**src/rtl/mfd_pkg.sv**
```systemverilog
// ----------------------------------------------------------------------------
// mfd_pkg
// Shared types and constants for the multitap feedback delay: register
// indexes, reset values, arithmetic widths and the multiplier control word.
// ----------------------------------------------------------------------------
package mfd_pkg;

    localparam int SAMPLE_WIDTH   = 24;
    localparam int COEF_FRAC_BITS = 16;
    localparam int CFG_W          = 17;
    localparam int NUM_REGS       = 8;
    localparam int CFG_IDX_W      = 3;
    localparam int NUM_TAPS       = 4;
    localparam int TAP_IDX_W      = 2;
    localparam int SM_W           = 36;
    localparam int LP_W           = 32;
    localparam int OPA_W          = 18;
    localparam int OPB_W          = 22;
    localparam int PROD_W         = 40;
    localparam int WIDE_W         = 42;

    localparam logic [CFG_W-1:0] COEF_ONE = CFG_W'(1) << COEF_FRAC_BITS;

    typedef logic [CFG_IDX_W-1:0] t_reg_idx;
    typedef logic [CFG_W-1:0]     t_cfg_word;

    // register map
    localparam t_reg_idx REG_TAP1     = 3'd0;
    localparam t_reg_idx REG_TAP2     = 3'd1;
    localparam t_reg_idx REG_TAP3     = 3'd2;
    localparam t_reg_idx REG_TAP4     = 3'd3;
    localparam t_reg_idx REG_FEEDBACK = 3'd4;
    localparam t_reg_idx REG_LOWPASS  = 3'd5;
    localparam t_reg_idx REG_SMOOTH   = 3'd6;
    localparam t_reg_idx REG_WET      = 3'd7;

    localparam t_cfg_word CFG_RESET [NUM_REGS] = '{
        17'd0, 17'd0, 17'd0, 17'd0, 17'd6554, 17'd32768, 17'd171, 17'd32768
    };

    // accumulator actions of the shared multiplier
    typedef enum logic [1:0] {
        ACC_HOLD,
        ACC_LOAD,
        ACC_ADDLO
    } t_acc_op;

    typedef struct packed {
        logic signed [OPA_W-1:0] a;
        logic signed [OPB_W-1:0] b;
        t_acc_op                 op;
    } t_mac_ctl;

endpackage

```
**src/rtl/mfd_mac.sv**
```systemverilog
// ----------------------------------------------------------------------------
// mfd_mac
// Shared multiplier with registered product and an accumulator that builds
// floor(a * s / 2^16) from a high-part and a low-part product.
// ----------------------------------------------------------------------------
module mfd_mac (
    input  logic                              i_clk,
    input  mfd_pkg::t_mac_ctl                 i_ctl,
    output logic signed [mfd_pkg::PROD_W-1:0] o_prod,
    output logic signed [mfd_pkg::PROD_W-1:0] o_acc
);
    import mfd_pkg::*;

    logic signed [PROD_W-1:0] r_prod;
    logic signed [PROD_W-1:0] r_acc;

    // product register
    always_ff @(posedge i_clk) begin
        r_prod <= PROD_W'($signed(i_ctl.a)) * PROD_W'($signed(i_ctl.b));
    end

    // accumulator: load high part, then add floored low part
    always_ff @(posedge i_clk) begin
        case (i_ctl.op)
            ACC_LOAD:  r_acc <= r_prod;
            ACC_ADDLO: r_acc <= r_acc + (r_prod >>> COEF_FRAC_BITS);
            default:   r_acc <= r_acc;
        endcase
    end

    assign o_prod = r_prod;
    assign o_acc  = r_acc;

endmodule

```
**config.mk**
```make
export PLATFORM = sky130hd
export DESIGN_NAME = mfd_mac
export DESIGN_NICKNAME = d
export VERILOG_FILES = /design/src/rtl/mfd_pkg.sv /design/src/rtl/mfd_mac.sv
export SDC_FILE = /design/constraint.sdc
export NUM_CORES = 1
export LEC_CHECK = 0
export BUFFER_PORTS_ARGS = -buffer_cell sky130_fd_sc_hd__buf_4
export CORE_AREA = 3 3 222 169
export CTS_BUF_LIST = sky130_fd_sc_hd__clkbuf_8
export DETAILED_ROUTE_END_ITERATION = 8
export DIE_AREA = 0 0 225 172
export PLACE_DENSITY_LB_ADDON = 0.12
export SKIP_LAST_GASP = 1
export SLEW_MARGIN = 20
export SYNTH_ARGS = -nofsm -noshare
export SYNTH_HDL_FRONTEND = slang
export SYNTH_SLANG_ARGS = --single-unit
```
**constraint.sdc**
```tcl
create_clock -name i_clk -period 10.6 [get_ports i_clk]
set_clock_uncertainty 0.2 [all_clocks]
set_input_delay 0 -clock i_clk [delete_from_list [all_inputs] [get_ports i_clk]]
set_output_delay 0 -clock i_clk [all_outputs]
set_load 0.1 [all_outputs]
```
==> results of run 1 <==
through the flow:
step | hold slack, ns | setup WS [ns] | std cells | util
2_1_floorplan | -0.0727 | 4.67 | 2074 | -
3_3_place_gp | 0.236 | 4.15 | 2574 | 0.568
3_5_place_dp | 0.248 | 4.12 | 2574 | 0.568
4_1_cts | 0.0310 | 4.51 | 2593 | 0.574
5_1_grt | 0.0450 | 4.16 | 2593 | 0.574
6_report | 0.0492 | 4.47 | 2593 | 0.574
Yosys cell counts (all sizes together), types with 3 or more instances:
library cell	instances	area, sq um
inv	449	1690
o21a	12	90.1
edfxtp	40	1200
nand4	15	100
nor2	54	205
o31ai	10	75.1
a211oi	14	133
and3	15	93.8
mux2	24	270
a31oi	7	58.8
a221oi	3	26.3
o21bai	14	105
nand2b	14	87.6
a2111oi	4	78.8
and3b	3	26.3
nand3b	6	45.0
a21oi	72	368
o211ai	9	67.6
xor2	16	140
fa	394	7890
nor2b	3	18.8
nand3	17	85.1
o2111ai	4	41.3
nor3	9	45.0
clkbuf	80	302
a211o	6	52.6
buf	10	55.1
xnor2	46	403
and2	142	890
dfxtp	40	801
and4	5	43.8
a21boi	5	37.5
nand2	288	1080
a21o	38	287
ha	141	1760
o21ai	36	184
state kept, by name, indices dropped and copies added, names as in the netlist:
signal,flops
o_acc,40
o_prod,40
worst max path at each step:
stage	start	endpoint	slack [ns]	depth (start not counted)
2_1_floorplan	i_ctl[14]	o_prod[38]	4.67	21
3_3_place_gp	i_ctl[24]	o_prod[38]	4.15	19
3_5_place_dp	i_ctl[24]	o_prod[38]	4.12	19
4_1_cts	i_ctl[24]	o_prod[38]	4.51	19
5_1_grt	i_ctl[24]	o_prod[38]	4.16	19
6_report	i_ctl[24]	o_prod[38]	4.47	19
per-layer routing:
metal | vias up | global-route usage | share of wire
met1 | 7296 | 0.373 | 0.44
met4 | 0 | 0.0608 | 0.024
met2 | 444 | 0.437 | 0.47
met5 | - | 0 | 0
li1 | 6471 | - | -
met3 | 78 | 0.0385 | 0.061
worst max-delay path, delay by kind of cell:
kind / cells / cell delay (ns)
AO/OA/AOI/OAI: 2 / 0.53
multiplexers: 1 / 0.10
adder cells (fa/ha/maj): 7 / 3.68
AND/OR/NAND/NOR: 4 / 1.26
buffers and inverters: 5 / 0.58
logic make-up (layout without fill, tap and decap cells):
kind of cell    Yosys count  in the layout  share of synthesized area
flops                    80             80                      0.105
compound gates          249            249                     0.0912
fa+ha+maj               535            535                      0.506
xor+xnor                 62             62                     0.0285
buf+inv                 540            594                      0.107
simple gates            582            582                      0.147
mux                      26             26                     0.0152
final cells by class:
cell class,count,share of cell area
inverters,450,0.0826
repair buffers,128,0.0473
clock inverters,6,0.00232
flip-flops and latches,80,0.0978
clock buffers,10,0.00673
multi-input cells,1454,0.735
well taps,465,0.0284
==> results.sh, run 1 <==
export IMPL_r2r_end="o_acc[36]"
export IMPL_period_share=0.579
export IMPL_dpl_instance_area_sq_um=20200
export IMPL_critical_path_max_stage_delay_ns=0.75
export IMPL_root_buffer="clkbuf_8"
export IMPL_drive_above_1_share=0.0893
export IMPL_ys_ff_latch=80
export IMPL_synth_main_ff_cell="edfxtp_1"
export IMPL_io_pin_count=123
export IMPL_fill_cells=3261
export IMPL_place_congestion=0.920
export IMPL_run_status="complete, no violations"
export IMPL_cts_reportedPaths_clkPinSlew_ns=0.09
export IMPL_mappedNetlistArea_sq_um=19100
export IMPL_cts_htree_levels=3
export IMPL_initial_core_util=0.535
export IMPL_maxCapViolCount=0
export IMPL_vias_per_cell=5.51
export IMPL_die_h_microns=172
export IMPL_crit_top_cell="fa_1"
export IMPL_drt_iter0_markers=960
export IMPL_rrSetupSlack_ns=7.17
export IMPL_n_antenna_cell=0
export IMPL_first_global_vias=15000
export IMPL_holdBufCountCts=3
export IMPL_hold_violations=0
export IMPL_fp_dieArea_sq_um=38700
export IMPL_ant_nets=0
export IMPL_fmax_mhz=163
export IMPL_fin_area_sq_um=20500
export IMPL_yosysWarningCount=0
export IMPL_min_delay_worst_endpoint="o_prod[1]"
export IMPL_grt_overflow_total=0
export IMPL_area_delta_synth_final_pct=7.23
export IMPL_timing_rr_start="o_prod[37]"
export IMPL_start_kind="input port"
export IMPL_required_ns=10.65
export IMPL_cts_resized=0
export IMPL_num_rows=60
export IMPL_synthCells=2074
export IMPL_syn_area_per_cell_sq_um=9.20
export IMPL_end_kind="register"
export IMPL_min_path_cells=3
export IMPL_coreArea_sq_um=35700
export IMPL_hp_class="in2reg"
export IMPL_async_reset_ff_frac=0
export IMPL_vias=14300
export IMPL_worst_setup_path_type="in2reg"
export IMPL_seq_area_sq_um=2000
export IMPL_synth_edf_count=40
export IMPL_tightestPinTransition_ns=0.885
export IMPL_die_x_microns=225
export IMPL_wl_per_cell_microns=18.8
export IMPL_cp_arrival_ns=6.18
export IMPL_path_cells="buf_4, and2_1, fa_1, fa_1, ha_1, inv_1, fa_1, inv_1, fa_1, inv_1, fa_1, inv_1, ha_1, and4_1, and4_1, o2111ai_2, a31oi_4, mux2i_1, or4_1"
export IMPL_fin_crit_ns=6.13
export IMPL_cp_max_fo=22
export IMPL_drc=0
export IMPL_r2r_cells=9
export IMPL_seq_area_frac_synth=0.105
export IMPL_io_buffers=122
export IMPL_drv_slew=0
export IMPL_rsz0062_at_grt="no"
export IMPL_final_setup_viol_count=0
export IMPL_multiInputGateArea_sq_um=15000
export IMPL_final_cell_mix="inv_1 (449), fa_1 (394), nand2_1 (287)"
export IMPL_dp_final_hpwl_microns=39600
export IMPL_synth_nets=2652
export IMPL_nets=2701
export IMPL_cts_sinks=80
export IMPL_critPathSlowestCell="fa_1"
export IMPL_cts_setup_buffers=0
export IMPL_final_common_cell="inv_1"
export IMPL_antenna_found_initial=0
export IMPL_clk_latency_ns=0.38
export IMPL_wirelength_microns=48600
export IMPL_synth_cell_types=76
export IMPL_min_from="i_ctl[24]"
export IMPL_max_slew_margin=0.409
export IMPL_firstDrtPassIters=5
export IMPL_cts_buffers=9
export IMPL_grt_util_all_layers=0.264
export IMPL_fin_setup_tns_ns=0
export IMPL_cts_tree="yes"
export IMPL_grt_max_degree=41
export IMPL_grt_pass1_wl_microns=79900
export IMPL_cts_path_max_buffers=2
Power of run 1 is left out: the tool's default activity adds up to more than one toggle a clock period on the data nets, which glitch-free logic cannot reach.
==> inputs of run 2 (changes only) <==
--- a/config.mk
+++ b/config.mk
@@ -5,11 +5,12 @@
 export SDC_FILE = /design/constraint.sdc
 export NUM_CORES = 1
 export LEC_CHECK = 0
+export ABC_AREA = 1
 export BUFFER_PORTS_ARGS = -buffer_cell sky130_fd_sc_hd__buf_4
-export CORE_AREA = 3 3 222 169
+export CORE_AREA = 3 3 231 176
 export CTS_BUF_LIST = sky130_fd_sc_hd__clkbuf_8
 export DETAILED_ROUTE_END_ITERATION = 8
-export DIE_AREA = 0 0 225 172
+export DIE_AREA = 0 0 234 179
 export PLACE_DENSITY_LB_ADDON = 0.12
 export SKIP_LAST_GASP = 1
 export SLEW_MARGIN = 20
==> constraint.sdc (replaced) <==
create_clock -name i_clk -period 5.2 [get_ports i_clk]
set_clock_uncertainty 0.2 [all_clocks]
set_input_delay 0 -clock i_clk [delete_from_list [all_inputs] [get_ports i_clk]]
set_output_delay 0 -clock i_clk [all_outputs]
set_load 0.1 [all_outputs]
==> run 2 against run 1 <==
Against the previous run: global-route usage increased by 4.9 points; utilization increased by 4.6 points; synthesized cell count increased by 34%; worst setup slack got worse by 4.3 ns; worst hold slack improved by 0.014 ns; non-clock buffer count increased by 191; via count increased by 27%; flip-flop and latch count unchanged; cell area increased by 16%.
==> results.sh, run 2 <==
export IMPL_cp_arrival_ns=5.10
export IMPL_fin_setup_tns_ns=0
export IMPL_max_slew_margin=0.327
export IMPL_vias_per_cell=5.12
export IMPL_area_delta_synth_final_pct=14.9
export IMPL_die_h_microns=179
export IMPL_wl_per_cell_microns=17.9
export IMPL_grt_max_degree=41
export IMPL_fin_crit_ns=5.01
export IMPL_yosysWarningCount=0
export IMPL_grt_busiest_layer="met1"
export IMPL_maxCapViolCount=0
export IMPL_cts_sinks=80
export IMPL_final_common_cell="nand2_1"
export IMPL_seq_area_frac_synth=0.0966
export IMPL_coreArea_sq_um=38400
export IMPL_clk_latency_ns=0.41
export IMPL_dp_final_hpwl_microns=55500
export IMPL_syn_area_per_cell_sq_um=7.45
export IMPL_dp_slack_ns=-0.330
export IMPL_final_cell_mix="nand2_1 (852), inv_1 (736), fa_1 (391)"
export IMPL_cp_max_fo=11
export IMPL_ant_nets=0
export IMPL_drt_iter0_markers=1529
export IMPL_min_from="i_ctl[2]"
export IMPL_antenna_found_initial=0
export IMPL_period_share=0.963
export IMPL_yosys_top_cells_area="fa_1 (38%), nand2_1 (15%), inv_1 (13%), ha_1 (8.5%), edfxtp_1 (5.8%)"
export IMPL_fmax_mhz=200
export IMPL_cts_path_max_buffers=2
export IMPL_hold_violations=0
export IMPL_place_congestion=1.03
export IMPL_n_antenna_cell=0
export IMPL_required_ns=5.29
export IMPL_fin_ws_ns=0.190
export IMPL_num_rows=62
export IMPL_root_buffer="clkbuf_8"
export IMPL_fill_cells=3576
export IMPL_timing_rr_start="o_prod[39]"
export IMPL_synth_common_cells="nand2_1 (854), inv_1 (736), fa_1 (394), ha_1 (141), nor2_1 (118)"
export IMPL_drc=0
export IMPL_io_pin_count=123
export IMPL_initial_core_util=0.540
export IMPL_ys_ff_latch=80
export IMPL_fp_dieArea_sq_um=41900
export IMPL_wirelength_microns=63200
export IMPL_cts_htree_levels=3
export IMPL_vias=18100
export IMPL_grt_util_all_layers=0.313
export IMPL_run_status="complete, no violations"
export IMPL_synth_top_area_cell="fa_1"
export IMPL_synthCells=2780
export IMPL_synth_nets=3358
export IMPL_start_kind="input port"
export IMPL_worst_setup_path_type="in2reg"
export IMPL_nets=3600
export IMPL_cts_buffers=9
export IMPL_cts_reportedPaths_clkPinSlew_ns=0.10
export IMPL_firstDrtPassIters=5
export IMPL_final_util=0.620
export IMPL_grt_overflow_total=0
export IMPL_cts_tree="yes"
export IMPL_drive_above_1_share=0.137
export IMPL_rsz0062_at_grt="yes"
export IMPL_gr_usage_met3=0.0751
export IMPL_die_x_microns=234
export IMPL_synth_most_common_cell="nand2_1"
export IMPL_first_global_vias=18300
export IMPL_synth_edf_count=40
export IMPL_startpoint="i_ctl[24]"
export IMPL_synth_cell_types=42
export IMPL_tightestPinTransition_ns=1.01
export IMPL_drv_slew=0
export IMPL_holdWs_ns=0.0631
export IMPL_mappedNetlistArea_sq_um=20700
export IMPL_grt_pass1_wl_microns=99700
export IMPL_final_setup_viol_count=0
export IMPL_synth_main_ff_cell="edfxtp_1"
export IMPL_end_kind="register"
export IMPL_hp_class="in2reg"
export IMPL_grt_use_met1=0.478
export IMPL_async_reset_ff_frac=0
export IMPL_grtUsageMet2=0.463
export IMPL_io_buffers=122
export IMPL_netlist_area_leader_share=0.381
-- run 2: cell type report --
| type | count | area, sq um | area share |
|---|---|---|---|
| Clock inverter | 6 | 72.6 | 0.00305 |
| Multi-Input combinational cell | 1867 | 15700 | 0.658 |
| Sequential cell | 80 | 2000 | 0.0841 |
| Inverter | 745 | 2800 | 0.117 |
| Timing Repair Buffer | 319 | 2510 | 0.105 |
| Tap cell | 512 | 641 | 0.0269 |
| Clock buffer | 10 | 138 | 0.00578 |
-- run 2: path summary, 6_finish.rpt --
check                to  slack, ns  depth (start not counted)
max          o_prod[27]       0.19                         21
max reg2reg   o_acc[33]       1.85                         10
min reg2reg    o_acc[5]       0.34                          2
min           o_prod[0]       0.06                          5
-- run 2: what timing repair did --
| action | 4_1_cts | 5_1_grt |
|---|---|---|
| resized for setup | 0 | 28 |
| setup buffers | 0 | 6 |
| hold endpoints to repair | 2 | 0 |
| hold buffers | 2 | 0 |
| setup endpoints to repair | 0 | 20 |
-- run 2: cell families (layout without fill, tap and decap cells) --
logic type / count (synthesis) / in the layout / share of synthesized area
AO/OA/AOI/OAI: 147 / 147 / 0.0412
adder cells (fa/ha/maj): 535 / 535 / 0.466
flip-flops: 80 / 80 / 0.0966
XOR/XNOR: 48 / 48 / 0.0203
AND/OR/NAND/NOR: 1137 / 1137 / 0.225
buffers and inverters: 833 / 1080 / 0.151
-- run 2: critical path, stage by stage --
cell and delay (ns):
buf_6 0.14, dlygate4sd3_1 0.59, buf_6 0.15, nand2_1 0.09, fa_1 0.55, inv_1 0.06, fa_1 0.46, ha_1 0.30
fa_1 0.47, ha_1 0.28, inv_1 0.04, fa_1 0.48, inv_1 0.05, ha_1 0.34, a21oi_1 0.24, nand2_2 0.12
buf_4 0.15, a21oi_2 0.18, buf_4 0.17, o21ai_1 0.09, xor2_1 0.14
-- run 2: stage by stage --
| stage | instance area, sq um | instances |
|---|---|---|
| detailed placement | 23500 | 3515 |
| floorplan | 20700 | 2780 |
| CTS | 23700 | 3533 |
| finish | 23800 | 3539 |
| global route | 23800 | 3539 |
| global placement | 23500 | 3515 |
-- run 2: layer usage --
layer	part of all wire	up-vias
li1	-	8517
met1	0.47	8883
met2	0.42	651
met3	0.097	55
met4	0.012	0
met5	0	-
Power of run 2 is left out for the same reason.
==> inputs of run 3 (changes only) <==
--- a/config.mk
+++ b/config.mk
@@ -7,10 +7,10 @@
 export LEC_CHECK = 0
 export ABC_AREA = 1
 export BUFFER_PORTS_ARGS = -buffer_cell sky130_fd_sc_hd__buf_4
-export CORE_AREA = 3 3 231 176
+export CORE_AREA = 3 3 200 202
 export CTS_BUF_LIST = sky130_fd_sc_hd__clkbuf_8
 export DETAILED_ROUTE_END_ITERATION = 8
-export DIE_AREA = 0 0 234 179
+export DIE_AREA = 0 0 203 205
 export PLACE_DENSITY_LB_ADDON = 0.12
 export SKIP_LAST_GASP = 1
 export SLEW_MARGIN = 20
==> run 3 against run 2 <==
Against the previous run: worst setup slack worse by 0.0069 ns; clock-buffer cell count shrank 1; global-route usage down 0.87 points; maximum frequency shrank 0.14%; critical path depth down 1; wire length down 2.4%; register-to-register slack better by 0.19 ns; utilization up 0.78 points; first-iteration DRC count down 26%; worst hold slack worse by 0.021 ns; critical path type unchanged; critical endpoint is now o_prod[39]; largest cell class unchanged; highest routed layer unchanged.
==> results.sh, run 3 (synthesized netlist as in run 2, its figures left out) <==
export IMPL_run_status="complete, no violations"
export IMPL_timing_rr_start="o_prod[39]"
export IMPL_place_congestion=0.979
export IMPL_final_common_cell="nand2_1"
export IMPL_hp_class="in2reg"
export IMPL_rsz0062_at_grt="yes"
export IMPL_cts_htree_levels=3
export IMPL_final_cell_mix="nand2_1 (851), inv_1 (735), fa_1 (389)"
export IMPL_die_h_microns=205
export IMPL_rrSetupSlack_ns=2.04
export IMPL_required_ns=5.29
export IMPL_crit_top_cell="fa_1"
export IMPL_io_pin_count=123
export IMPL_period_share=0.965
export IMPL_cts_reportedPaths_clkPinSlew_ns=0.10
export IMPL_final_setup_viol_count=0
export IMPL_ant_nets=0
export IMPL_grt_overflow_total=0
export IMPL_worst_setup_path_type="in2reg"
export IMPL_wl_per_cell_microns=17.3
export IMPL_cp_arrival_ns=5.10
export IMPL_critical_path_max_stage_delay_ns=0.71
export IMPL_vias=18200
export IMPL_hold_violations=0
export IMPL_clk_latency_ns=0.40
export IMPL_fin_setup_tns_ns=0
export IMPL_fin_crit_ns=5.02
export IMPL_maxCapViolCount=0
export IMPL_max_slew_margin=0.357
export IMPL_crit_buf_inv=5
export IMPL_min_from="i_ctl[3]"
export IMPL_root_buffer="clkbuf_8"
export IMPL_cp_max_fo=13
export IMPL_end_kind="register"
export IMPL_cts_buffers=9
export IMPL_min_delay_worst_endpoint="o_prod[1]"
export IMPL_coreArea_sq_um=38500
export IMPL_die_x_microns=203
export IMPL_min_path_cells=5
export IMPL_firstDrtPassIters=6
export IMPL_start_kind="input port"
export IMPL_startpoint="i_ctl[30]"
export IMPL_tightestPinTransition_ns=0.963
export IMPL_grt_util_all_layers=0.305
export IMPL_final_cells=3576
export IMPL_dp_slack_ns=-0.536
export IMPL_r2r_cells=9
export IMPL_cts_sinks=80
export IMPL_drc=0
export IMPL_grt_max_degree=48
export IMPL_place_inst=3552
export IMPL_drt_iter0_markers=1125
export IMPL_crit_family="adder cells"
export IMPL_first_global_vias=19000
export IMPL_r2r_end="o_acc[31]"
export IMPL_fmax_mhz=199
export IMPL_fin_ws_ns=0.184
export IMPL_n_antenna_cell=0
export IMPL_fp_dieArea_sq_um=41600
export IMPL_wirelength_microns=61700
export IMPL_path_cells="buf_4, nand2_1, fa_1, inv_1, fa_2, fa_1, fa_1, inv_1, fa_1, inv_1, fa_1, ha_1, a21oi_1, o21ai_0, a21oi_1, o21ai_1, inv_1, nand3_1, nand2_1, nand2_1"
export IMPL_cts_tree="yes"
export IMPL_drive_above_1_share=0.151
export IMPL_vias_per_cell=5.10
export IMPL_dp_final_hpwl_microns=54700
export IMPL_num_rows=72
export IMPL_nets=3631
export IMPL_cts_path_max_buffers=2
export IMPL_critPathSlowestCell="fa_2"
export IMPL_drv_slew=0
export IMPL_io_buffers=122
export IMPL_antenna_found_initial=0
export IMPL_initial_core_util=0.539
export IMPL_grt_pass1_wl_microns=99500
export IMPL_area_delta_synth_final_pct=16.6
==> run 3: worst max-delay path by stage <==
stage               slack, ns  cells after the start          to
floorplan               0.003                     22  o_prod[29]
global placement        -0.55                     21  o_prod[29]
detailed placement      -0.54                     23  o_prod[29]
CTS                      0.02                     23  o_prod[39]
global route            -0.05                     21  o_prod[39]
finish                   0.18                     20  o_prod[39]
==> run 3: timing repair <==
action,4_1_cts,5_1_grt
hold buffers,4,0
endpoints found under the hold margin,2,0
setup endpoints to repair,1,17
setup buffers,0,4
pin swaps,0,6
resized for setup,1,46
==> run 3: cell type report <==
| class | count | area (sq um) |
|---|---|---|
| Clock buffer | 9 | 124 |
| Inverter | 745 | 2800 |
| Timing Repair Buffer | 350 | 2740 |
| Clock inverter | 7 | 109 |
| Fill cell | 3524 | 14300 |
| Sequential cell | 80 | 2000 |
| Multi-Input combinational cell | 1867 | 15700 |
| Tap cell | 518 | 648 |
==> run 3: metal layers <==
layer  vias to the layer above  share of wire  global-route usage  wire length, microns
met2                       632           0.48               0.531                 29700
met1                      8900           0.43               0.412                 26800
met4                         0          0.026              0.0710                  1590
met5                         -              0                   0                     0
met3                        98          0.059              0.0334                  3670
li1                       8591              -                   -                     -
==> run 3: worst reg2reg max path, stage by stage (launching register included) <==
cell and delay (ns):
dfxtp_1 0.96, ha_1 0.48, nand2_1 0.13, nand2_1 0.09
a21oi_1 0.30, nand2_1 0.13, nor2_1 0.36, nand3b_1 0.14
nand3_1 0.10, nand2_1 0.05
==> run 3: stage by stage <==
stage               hold slack, ns  area [sq um]   util
global route                0.0778         24200  0.628
finish                      0.0420         24200  0.628
detailed placement           0.205         23700  0.616
global placement             0.192         23700  0.616
CTS                         0.0332         24000  0.623
floorplan                   -0.102         20700      -
Power of run 3 is left out for the same reason.
